`config.mk`:
```
export PLATFORM = sky130hd
export DESIGN_NAME = multilevel_change_id_cache_top
export DESIGN_NICKNAME = d
export VERILOG_FILES = /design/src/rtl/core/mlcic_pkg.sv /design/src/rtl/core/multilevel_change_id_cache_top.sv /design/src/rtl/core/mlcic_cmp.sv /design/src/rtl/core/mlcic_bitmem.sv
export SDC_FILE = /design/constraint.sdc
export NUM_CORES = 2
export LEC_CHECK = 0
export ABC_AREA = 1
export BUFFER_PORTS_ARGS = -buffer_cell sky130_fd_sc_hd__buf_2
export CAP_MARGIN = 25
export CORE_MARGIN = 2
export CORE_UTILIZATION = 59
export DETAILED_ROUTE_END_ITERATION = 6
export PLACE_DENSITY = 0.75
export SLEW_MARGIN = 15
export SYNTH_ARGS = -nofsm -noshare
export SYNTH_HDL_FRONTEND = slang
export SYNTH_HIERARCHICAL = 1
export SYNTH_SLANG_ARGS = --single-unit
export TNS_END_PERCENT = 5
```
`constraint.sdc`:
```
create_clock -name clk -period 17 [get_ports clk]
set_input_delay 2.55 -clock clk [delete_from_list [all_inputs] [get_ports clk]]
set_output_delay 2.55 -clock clk [all_outputs]
set_load 0.005 [all_outputs]
```
`src/rtl/core/mlcic_pkg.sv`:
```
// ----------------------------------------------------------------------------
// mlcic_pkg
// Shared types and constants of the multilevel change-id cache.
// ----------------------------------------------------------------------------
package mlcic_pkg;

  localparam int DEF_NUM_LEVELS = 5;
  localparam int DEF_MAX_BLOCKS = 256;

  localparam int ID_W      = 32;
  localparam int BLK_W     = 8;
  localparam int CMD_W     = 2;
  localparam int CFG_W     = 9;
  localparam int CFG_IDX_W = 2;
  localparam int LVL_OUT_W = 3;

  localparam logic [CMD_W-1:0] CMD_SET  = 2'd0;
  localparam logic [CMD_W-1:0] CMD_FILL = 2'd1;

  localparam logic [CFG_IDX_W-1:0] REG_BLOCKS_IN_USE = 2'd0;
  localparam logic [CFG_IDX_W-1:0] REG_NOTIFY_ENABLE = 2'd1;

  localparam logic [CFG_W-1:0] BLOCKS_IN_USE_RST = 9'd256;

  typedef enum logic [3:0] {
    ST_CLEAR,
    ST_IDLE,
    ST_READ,
    ST_LOOK,
    ST_MATCH,
    ST_OLDEST,
    ST_DECIDE,
    ST_SWEEP,
    ST_NEWEST,
    ST_WRITE,
    ST_SCAN,
    ST_SCAN_END,
    ST_DONE
  } state_t;

  typedef struct packed {
    logic eq;
    logic lt;
  } cmp_res_t;

endpackage

```
`src/rtl/core/multilevel_change_id_cache_top.sv`:
```
// ----------------------------------------------------------------------------
// multilevel_change_id_cache_top
// Multilevel change-id cache: per-level change ids and block membership
// bitmaps, driven by a sequencer around one shared comparator.
// ----------------------------------------------------------------------------
//  channel   | handshake           | payload
//  ----------+---------------------+----------------------------------------
//  command   | start / busy        | cmd, block_index, change_id
//  result    | done (1-cycle)      | hit, id_out, level_used, writeback_req,
//            |                     | level_complete, latest_id, bad_block
//  config    | cfg_valid/cfg_ready | cfg_index, cfg_data
//
//  Steps: a bad block goes straight to the result; a lookup reads the row
//  and, on a hit, the lowest level's id. Set/fill compares every level; if
//  none matches it finds the oldest, and a replaced level is swept from every
//  row on the memory write port. The row is then written, and a completion
//  scan follows when notify is on and the block ends up cached (one memory
//  read per block). After reset the bitmap memory is cleared, busy high.
//  Results cannot be stalled; done pulses for one cycle per item.
// ----------------------------------------------------------------------------
module multilevel_change_id_cache_top #(
  parameter int NUM_LEVELS = mlcic_pkg::DEF_NUM_LEVELS,
  parameter int MAX_BLOCKS = mlcic_pkg::DEF_MAX_BLOCKS
) (
  input  logic                             clk,
  input  logic                             rst,
  input  logic                             start,
  output logic                             busy,
  input  logic [mlcic_pkg::CMD_W-1:0]      cmd,
  input  logic [mlcic_pkg::BLK_W-1:0]      block_index,
  input  logic [mlcic_pkg::ID_W-1:0]       change_id,
  output logic                             done,
  output logic                             hit,
  output logic [mlcic_pkg::ID_W-1:0]       id_out,
  output logic [mlcic_pkg::LVL_OUT_W-1:0]  level_used,
  output logic                             writeback_req,
  output logic                             level_complete,
  output logic [mlcic_pkg::ID_W-1:0]       latest_id,
  output logic                             bad_block,
  input  logic                             cfg_valid,
  output logic                             cfg_ready,
  input  logic [mlcic_pkg::CFG_IDX_W-1:0]  cfg_index,
  input  logic [mlcic_pkg::CFG_W-1:0]      cfg_data
);
  import mlcic_pkg::*;

  localparam int AW  = (MAX_BLOCKS > 1) ? $clog2(MAX_BLOCKS) : 1;
  localparam int CW  = $clog2(MAX_BLOCKS + 1);
  localparam int NW  = (CW > CFG_W) ? CW : CFG_W;
  localparam int LIW = (NUM_LEVELS > 1) ? $clog2(NUM_LEVELS) : 1;
  localparam int LW  = $clog2(NUM_LEVELS + 1);

  localparam logic [LW-1:0]  LVL_NONE = LW'(NUM_LEVELS);
  localparam logic [LIW-1:0] LVL_LAST = LIW'(NUM_LEVELS - 1);
  localparam logic [CW-1:0]  BLK_LAST = CW'(MAX_BLOCKS - 1);
  localparam logic [NW-1:0]  BLK_MAX  = NW'(MAX_BLOCKS);

  // config
  logic [CFG_W-1:0] blocks_in_use;
  logic             notify_enable;

  // sequencer
  state_t state, state_next;

  // item
  logic                  lookup_r;
  logic                  set_r;
  logic [AW-1:0]         blk_r;
  logic [ID_W-1:0]       id_r;
  logic [CW-1:0]         n_last;
  logic [LIW-1:0]        lvl;
  logic [NUM_LEVELS-1:0] eq_mask;
  logic [LW-1:0]         found;
  logic [ID_W-1:0]       min_id;
  logic [LIW-1:0]        old;
  logic [CW-1:0]         cnt;
  logic                  chk_v;
  logic                  full_r;
  logic                  hit_r;
  logic [ID_W-1:0]       id_out_r;
  logic                  wb_r;
  logic                  comp_r;
  logic                  bad_r;

  // levels
  logic [ID_W-1:0] lid [NUM_LEVELS];
  logic [ID_W-1:0] latest;
  logic [ID_W-1:0] lid_rd;

  // memory port
  logic                  mem_we;
  logic [AW-1:0]         mem_waddr;
  logic [NUM_LEVELS-1:0] mem_wmask;
  logic [NUM_LEVELS-1:0] mem_wdata;
  logic [AW-1:0]         mem_raddr;
  logic [NUM_LEVELS-1:0] mem_rdata;

  // comparator
  logic [ID_W-1:0] cmp_a;
  logic [ID_W-1:0] cmp_b;
  cmp_res_t        cmp_res;

  logic [NW-1:0]  n_eff;
  logic [NW-1:0]  blk_ext;
  logic           blk_bad;
  logic           first_any;
  logic [LIW-1:0] first_idx;
  logic [LIW-1:0] fidx;

  mlcic_cmp u_cmp (
    .a   (cmp_a),
    .b   (cmp_b),
    .res (cmp_res)
  );

  mlcic_bitmem #(
    .DEPTH (MAX_BLOCKS),
    .WIDTH (NUM_LEVELS),
    .AW    (AW)
  ) u_mem (
    .clk   (clk),
    .we    (mem_we),
    .waddr (mem_waddr),
    .wmask (mem_wmask),
    .wdata (mem_wdata),
    .raddr (mem_raddr),
    .rdata (mem_rdata)
  );

  // config registers
  assign cfg_ready = 1'b1;

  always_ff @(posedge clk) begin
    if (rst) begin
      blocks_in_use <= BLOCKS_IN_USE_RST;
      notify_enable <= 1'b1;
    end else if (cfg_valid && cfg_ready) begin
      case (cfg_index)
        REG_BLOCKS_IN_USE: blocks_in_use <= cfg_data;
        REG_NOTIFY_ENABLE: notify_enable <= cfg_data[0];
        default: ;
      endcase
    end
  end

  // block range
  always_comb begin
    n_eff   = (NW'(blocks_in_use) > BLK_MAX) ? BLK_MAX : NW'(blocks_in_use);
    blk_ext = NW'(block_index);
    blk_bad = (blk_ext >= n_eff);
  end

  // lowest level holding the block
  always_comb begin
    first_any = 1'b0;
    first_idx = '0;
    for (int i = NUM_LEVELS - 1; i >= 0; i--) begin
      if (mem_rdata[i]) begin
        first_any = 1'b1;
        first_idx = LIW'(i);
      end
    end
  end

  assign lid_rd = lid[lvl];
  assign fidx   = found[LIW-1:0];

  // next state
  always_comb begin
    state_next = state;
    case (state)
      ST_CLEAR:    if (cnt == BLK_LAST) state_next = ST_IDLE;
      ST_IDLE:     if (start) state_next = blk_bad ? ST_DONE : ST_READ;
      ST_READ: begin
        if (lookup_r) state_next = first_any ? ST_LOOK : ST_DONE;
        else          state_next = ST_MATCH;
      end
      ST_LOOK:     state_next = ST_DONE;
      ST_MATCH: begin
        if (lvl == LVL_LAST) begin
          state_next = ((|eq_mask) || cmp_res.eq) ? ST_WRITE : ST_OLDEST;
        end
      end
      ST_OLDEST:   if (lvl == LVL_LAST) state_next = ST_DECIDE;
      ST_DECIDE:   state_next = cmp_res.lt ? ST_SWEEP : ST_WRITE;
      ST_SWEEP:    if (cnt == BLK_LAST) state_next = ST_NEWEST;
      ST_NEWEST:   state_next = ST_WRITE;
      ST_WRITE: begin
        state_next = ((found != LVL_NONE) && notify_enable) ? ST_SCAN : ST_DONE;
      end
      ST_SCAN:     if (cnt == n_last) state_next = ST_SCAN_END;
      ST_SCAN_END: state_next = ST_DONE;
      ST_DONE:     state_next = ST_IDLE;
      default:     state_next = ST_IDLE;
    endcase
  end

  // memory and comparator control
  always_comb begin
    mem_we    = 1'b0;
    mem_waddr = blk_r;
    mem_wmask = '1;
    mem_wdata = '0;
    mem_raddr = AW'(block_index);
    cmp_a     = lid_rd;
    cmp_b     = id_r;
    case (state)
      ST_CLEAR: begin
        mem_we    = 1'b1;
        mem_waddr = cnt[AW-1:0];
      end
      ST_OLDEST: cmp_b = min_id;
      ST_DECIDE: begin
        cmp_a = min_id;
        cmp_b = id_r;
      end
      ST_SWEEP: begin
        mem_we    = 1'b1;
        mem_waddr = cnt[AW-1:0];
        mem_wmask = NUM_LEVELS'(1) << old;
      end
      ST_NEWEST: begin
        cmp_a = latest;
        cmp_b = id_r;
      end
      ST_WRITE: begin
        mem_we    = 1'b1;
        mem_wdata = eq_mask;
      end
      ST_SCAN: mem_raddr = cnt[AW-1:0];
      default: ;
    endcase
  end

  // sequencer and datapath registers
  always_ff @(posedge clk) begin
    if (rst) begin
      state  <= ST_CLEAR;
      cnt    <= '0;
      chk_v  <= 1'b0;
      latest <= '0;
      for (int i = 0; i < NUM_LEVELS; i++) begin
        lid[i] <= '0;
      end
    end else begin
      state <= state_next;
      case (state)
        ST_CLEAR: cnt <= cnt + 1'b1;
        ST_IDLE: begin
          if (start) begin
            lookup_r <= (cmd != CMD_SET) && (cmd != CMD_FILL);
            set_r    <= (cmd == CMD_SET);
            blk_r    <= AW'(block_index);
            id_r     <= change_id;
            n_last   <= CW'(n_eff - 1'b1);
            bad_r    <= blk_bad;
            hit_r    <= 1'b0;
            id_out_r <= change_id;
            found    <= LVL_NONE;
            wb_r     <= 1'b0;
            comp_r   <= 1'b0;
            eq_mask  <= '0;
            lvl      <= '0;
            cnt      <= '0;
            full_r   <= 1'b1;
            chk_v    <= 1'b0;
          end
        end
        ST_READ: begin
          if (lookup_r && first_any) begin
            found <= LW'(first_idx);
            lvl   <= first_idx;
          end
        end
        ST_LOOK: begin
          hit_r    <= 1'b1;
          id_out_r <= lid_rd;
        end
        ST_MATCH: begin
          eq_mask[lvl] <= cmp_res.eq;
          if (cmp_res.eq) found <= LW'(lvl);
          lvl <= (lvl == LVL_LAST) ? '0 : lvl + 1'b1;
        end
        ST_OLDEST: begin
          if ((lvl == '0) || cmp_res.lt) begin
            min_id <= lid_rd;
            old    <= lvl;
          end
          lvl <= lvl + 1'b1;
        end
        ST_DECIDE: begin
          if (cmp_res.lt) begin
            lid[old]     <= id_r;
            found        <= LW'(old);
            eq_mask[old] <= 1'b1;
            cnt          <= '0;
          end
        end
        ST_SWEEP: cnt <= cnt + 1'b1;
        ST_NEWEST: if (cmp_res.lt) latest <= id_r;
        ST_WRITE: begin
          wb_r  <= set_r && (found == LVL_NONE);
          cnt   <= '0;
          chk_v <= 1'b0;
        end
        ST_SCAN: begin
          cnt   <= cnt + 1'b1;
          chk_v <= 1'b1;
          if (chk_v && !mem_rdata[fidx]) full_r <= 1'b0;
        end
        ST_SCAN_END: begin
          comp_r <= full_r && mem_rdata[fidx];
          chk_v  <= 1'b0;
        end
        default: ;
      endcase
    end
  end

  assign busy           = (state != ST_IDLE);
  assign done           = (state == ST_DONE);
  assign hit            = hit_r;
  assign id_out         = id_out_r;
  assign level_used     = LVL_OUT_W'(found);
  assign writeback_req  = wb_r;
  assign level_complete = comp_r;
  assign latest_id      = latest;
  assign bad_block      = bad_r;

endmodule

```
`src/rtl/core/mlcic_cmp.sv`:
```
// ----------------------------------------------------------------------------
// mlcic_cmp
// Shared 32-bit unsigned comparator: equal and less-than.
// ----------------------------------------------------------------------------
module mlcic_cmp (
  input  logic [mlcic_pkg::ID_W-1:0] a,
  input  logic [mlcic_pkg::ID_W-1:0] b,
  output mlcic_pkg::cmp_res_t        res
);
  import mlcic_pkg::*;

  always_comb begin
    res.eq = (a == b);
    res.lt = (a < b);
  end

endmodule

```
`src/rtl/core/mlcic_bitmem.sv`:
```
// ----------------------------------------------------------------------------
// mlcic_bitmem
// Level membership memory: one row per block, per-bit write mask,
// registered read.
// ----------------------------------------------------------------------------
module mlcic_bitmem #(
  parameter int DEPTH = 256,
  parameter int WIDTH = 5,
  parameter int AW    = 8
) (
  input  logic             clk,
  input  logic             we,
  input  logic [AW-1:0]    waddr,
  input  logic [WIDTH-1:0] wmask,
  input  logic [WIDTH-1:0] wdata,
  input  logic [AW-1:0]    raddr,
  output logic [WIDTH-1:0] rdata
);
  logic [WIDTH-1:0] mem [DEPTH];

  always_ff @(posedge clk) begin
    if (we) begin
      for (int i = 0; i < WIDTH; i++) begin
        if (wmask[i]) begin
          mem[waddr][i] <= wdata[i];
        end
      end
    end
    rdata <= mem[raddr];
  end

endmodule

```
==> impl_metrics.env <==
export IMPL_gp_congestion=0.892
export IMPL_htree_levels=4
export IMPL_fin_crit_ns=6.82
export IMPL_synth_top_area_share_pct=63.8
export IMPL_worstPathArrival_ns=7.29
export IMPL_tns_ns=0
export IMPL_drive_gt1_share_pct=6.85
export IMPL_post_cts_buffers=0
export IMPL_cts_hold_buf=0
export IMPL_status="finished, violations left"
export IMPL_wl_mm=223
export IMPL_ys_ff_latch=1734
export IMPL_grt_pass1_vias=58400
export IMPL_synth_most_common_cell="nand2_1"
export IMPL_synth_edf_count=1670
export IMPL_synth_area_leaders="edfxtp_1, nand2_1, nor2_1, nand3_1, o21ai_0"
export IMPL_final_setup_skew_ns=0.0437
export IMPL_fp_row_count=133
export IMPL_slew_headroom_pct=11.6
export IMPL_drc=1
export IMPL_ant_nets=0
export IMPL_cts_buffer_depth=3
export IMPL_place_hpwl_mm=124
export IMPL_grt_first_pass_wirelength_mm=339
export IMPL_clk_latency_ns=0.81
export IMPL_cp_start_kind="flip-flop"
export IMPL_powerDensity_nw_per_um2=118
export IMPL_avgSynthCellArea_um2=9.73
export IMPL_r2r_cells=21
export IMPL_cts_buffers=174
export IMPL_synth_nets=8180
export IMPL_grt_max_degree=237
export IMPL_timing_rr_end="lid[4][30]"
export IMPL_ir_worst_vdd_mv=0.110
export IMPL_via_per_inst=6.17
export IMPL_num_vias=60800
export IMPL_cts_resized=0
export IMPL_failed_checks="design-rule violations"
export IMPL_ys_seq_area_share_pct=65.4
export IMPL_cts_root_buffer="clkbuf_16"
export IMPL_hold_ws_ns=0.471
export IMPL_first_pass_iters=7
export IMPL_core_um2=132000
export IMPL_setup_viol_count_final=0
export IMPL_syn_to_final_growth_pct=9.26
export IMPL_drt_iter0_drc=8963
export IMPL_worst_setup_path_end_kind="flip-flop"
export IMPL_rsz0062_at_grt="false"
export IMPL_synth_cell_type_count=44
export IMPL_min_delay_start="latest_id[29]"
export IMPL_num_nets_final=8043
export IMPL_hp_class="reg -> reg"
export IMPL_synth_area_leader_cell="edfxtp_1"
export IMPL_io_pins=131
export IMPL_fmax_mhz=147
export IMPL_die_w_um=369
export IMPL_antenna_found_initial=7
export IMPL_cts_tree="yes"
export IMPL_worst_path_max_delay_cell="clkinv_2"
export IMPL_synth_warnings=6
export IMPL_wire_per_inst_um=22.6
export IMPL_crit_buf_inv=4
export IMPL_portBuffers=129
export IMPL_critPathMostFrequentCell="nand2_1"
export IMPL_worstPathMaxFanout=70
export IMPL_min_period_over_period_pct=40.1
export IMPL_r2r_slack_ns=10.18
export IMPL_netlist_area_um2=78600
export IMPL_crit_required_ns=17.47
export IMPL_die_area_um2=136000
export IMPL_synth_cells=8078
export IMPL_path_cells="clkinv_2 > buf_4 > o21ai_0 > o21ai_0 > nand2_1 > nand2_1 > nand2_1 > o221ai_1 > ha_1 > nand2_1 > o21bai_1 > a21oi_1 > nor2_1 > nand2_1 > a21oi_1 > nand2_1 > nor2_2 > nand2_1 > buf_4 > nand2_1 > buf_4"
export IMPL_grt_total_usage_pct=32.3
export IMPL_cts_clk_slew_worst_paths_ns=0.06
export IMPL_maxCapViolCount=0
export IMPL_synth_ff_type="edfxtp_1"
export IMPL_holdPathEnd="latest_id[29]"
export IMPL_criticalPathCategory="reg -> reg"
export IMPL_cts_sinks=1734
export IMPL_synthTopCellsByCount="nand2_1, nor2_1, edfxtp_1, nand3_1, o21ai_0"
export IMPL_crit_family="buffers and inverters"
export IMPL_initial_core_util_pct=59.6
export IMPL_hold_viol_final=0
export IMPL_worst_pin_slew_ns=1.33
export IMPL_maxSlewViolCount=0
export IMPL_worst_path_largest_cell_delay_ns=0.85
export IMPL_finalPower_w=0.0101
export IMPL_min_path_cells=2
export IMPL_die_h_um=369
export IMPL_p_leak_nw=34.0
export IMPL_async_flop_share_pct=0
export IMPL_grt_remaining_overflow=0
[cell usage in the layout (no fill, tap or decap), types with 6 or more instances in the layout]
cell          n
xor2_1       10
o221ai_1     32
a21oi_1      69
o21ai_0     287
nor2_4       20
inv_1       209
a31oi_1      35
xnor2_1       6
clkbuf_16   180
nand2_1    1964
inv_2         7
clkbuf_1     47
nor2_2       13
bufinv_16     8
buf_12       14
dfxtp_1      62
o21ai_1      15
buf_4        96
nand4_1       7
edfxtp_1   1670
ha_1         45
nand3_1    1260
clkinv_2     35
nor2_1     1745
clkinv_1     44
buf_2       129
[stage by stage]
stage,instance area [um2],instances,utilization [%],setup slack [ns]
finish,85900,9849,65.2,10.18
global route,85900,9846,65.1,9.67
CTS,85700,9836,65.0,10.27
detailed placement,80200,9511,60.8,10.20
global placement,80100,9506,60.8,10.24
floorplan,78600,8078,-,8.93
[cells by family after synthesis]
kind of cell / Yosys count / share of synthesized area, %
simple gates: 5037 / 26.2
flops: 1734 / 65.4
buf+inv: 782 / 4.25
compound gates: 463 / 3.23
fa+ha+maj: 45 / 0.716
xor+xnor: 16 / 0.178
other cells: 1 / 0.00477
[area by class of cell]
cell class	count	area, um2
antenna	4	10.0
clock buffer	232	4750
clock inverter	93	726
fill	10100	45900
inverter	224	862
multi-input combinational	5562	24100
sequential	1734	51400
tap	1755	2200
timing repair buffer	245	1780
[metal layers]
| layer | up-vias | GRT usage (%) | wire length (um) |
|---|---|---|---|
| li1 | 27100 | - | - |
| met1 | 29200 | 43.4 | 83300 |
| met2 | 3854 | 50.6 | 103000 |
| met3 | 599 | 7.94 | 27900 |
| met4 | 6 | 13.6 | 9020 |
| met5 | - | 0 | 35 |
[tightest hold or removal path, cell delays in order, from the launching register on]
cell	delay, ns
dfxtp_1	0.31
inv_1	0.06
a21oi_1	0.06
[report_power, final]
group	internal [W]	switching, W	leakage, nW
clock	0.00209	0.00163	2.69
sequential	0.00473	0.0000586	13.2
combinational	0.000323	0.00129	18.0
total	0.00714	0.00298	34.0
[sequential cells by signal (all words and copies together) (netlist names), 3 cells and up, named ones only]
signal,flops
blk_r,8
lvl,3
state,4
u_mem/rdata,5
level_used,3
lid,256
n_last,9
cnt,9
id_r,32
latest_id,32
eq_mask,5
u_mem/mem,1280
blocks_in_use,9
old,3
min_id,32
id_out,32
[worst max path at each step]
stage                         from              end  cells after the start
detailed placement  block_index[1]   u_mem/rdata[2]                     16
floorplan                 state[0]  u_mem/mem[0][0]                      4
CTS                      flip-flop       lid[4][24]                     21
global route             flip-flop       lid[4][30]                     22
global placement    block_index[1]   u_mem/rdata[3]                     16
finish                   flip-flop       lid[4][30]                     21
Power figures use the tool's default switching activity.
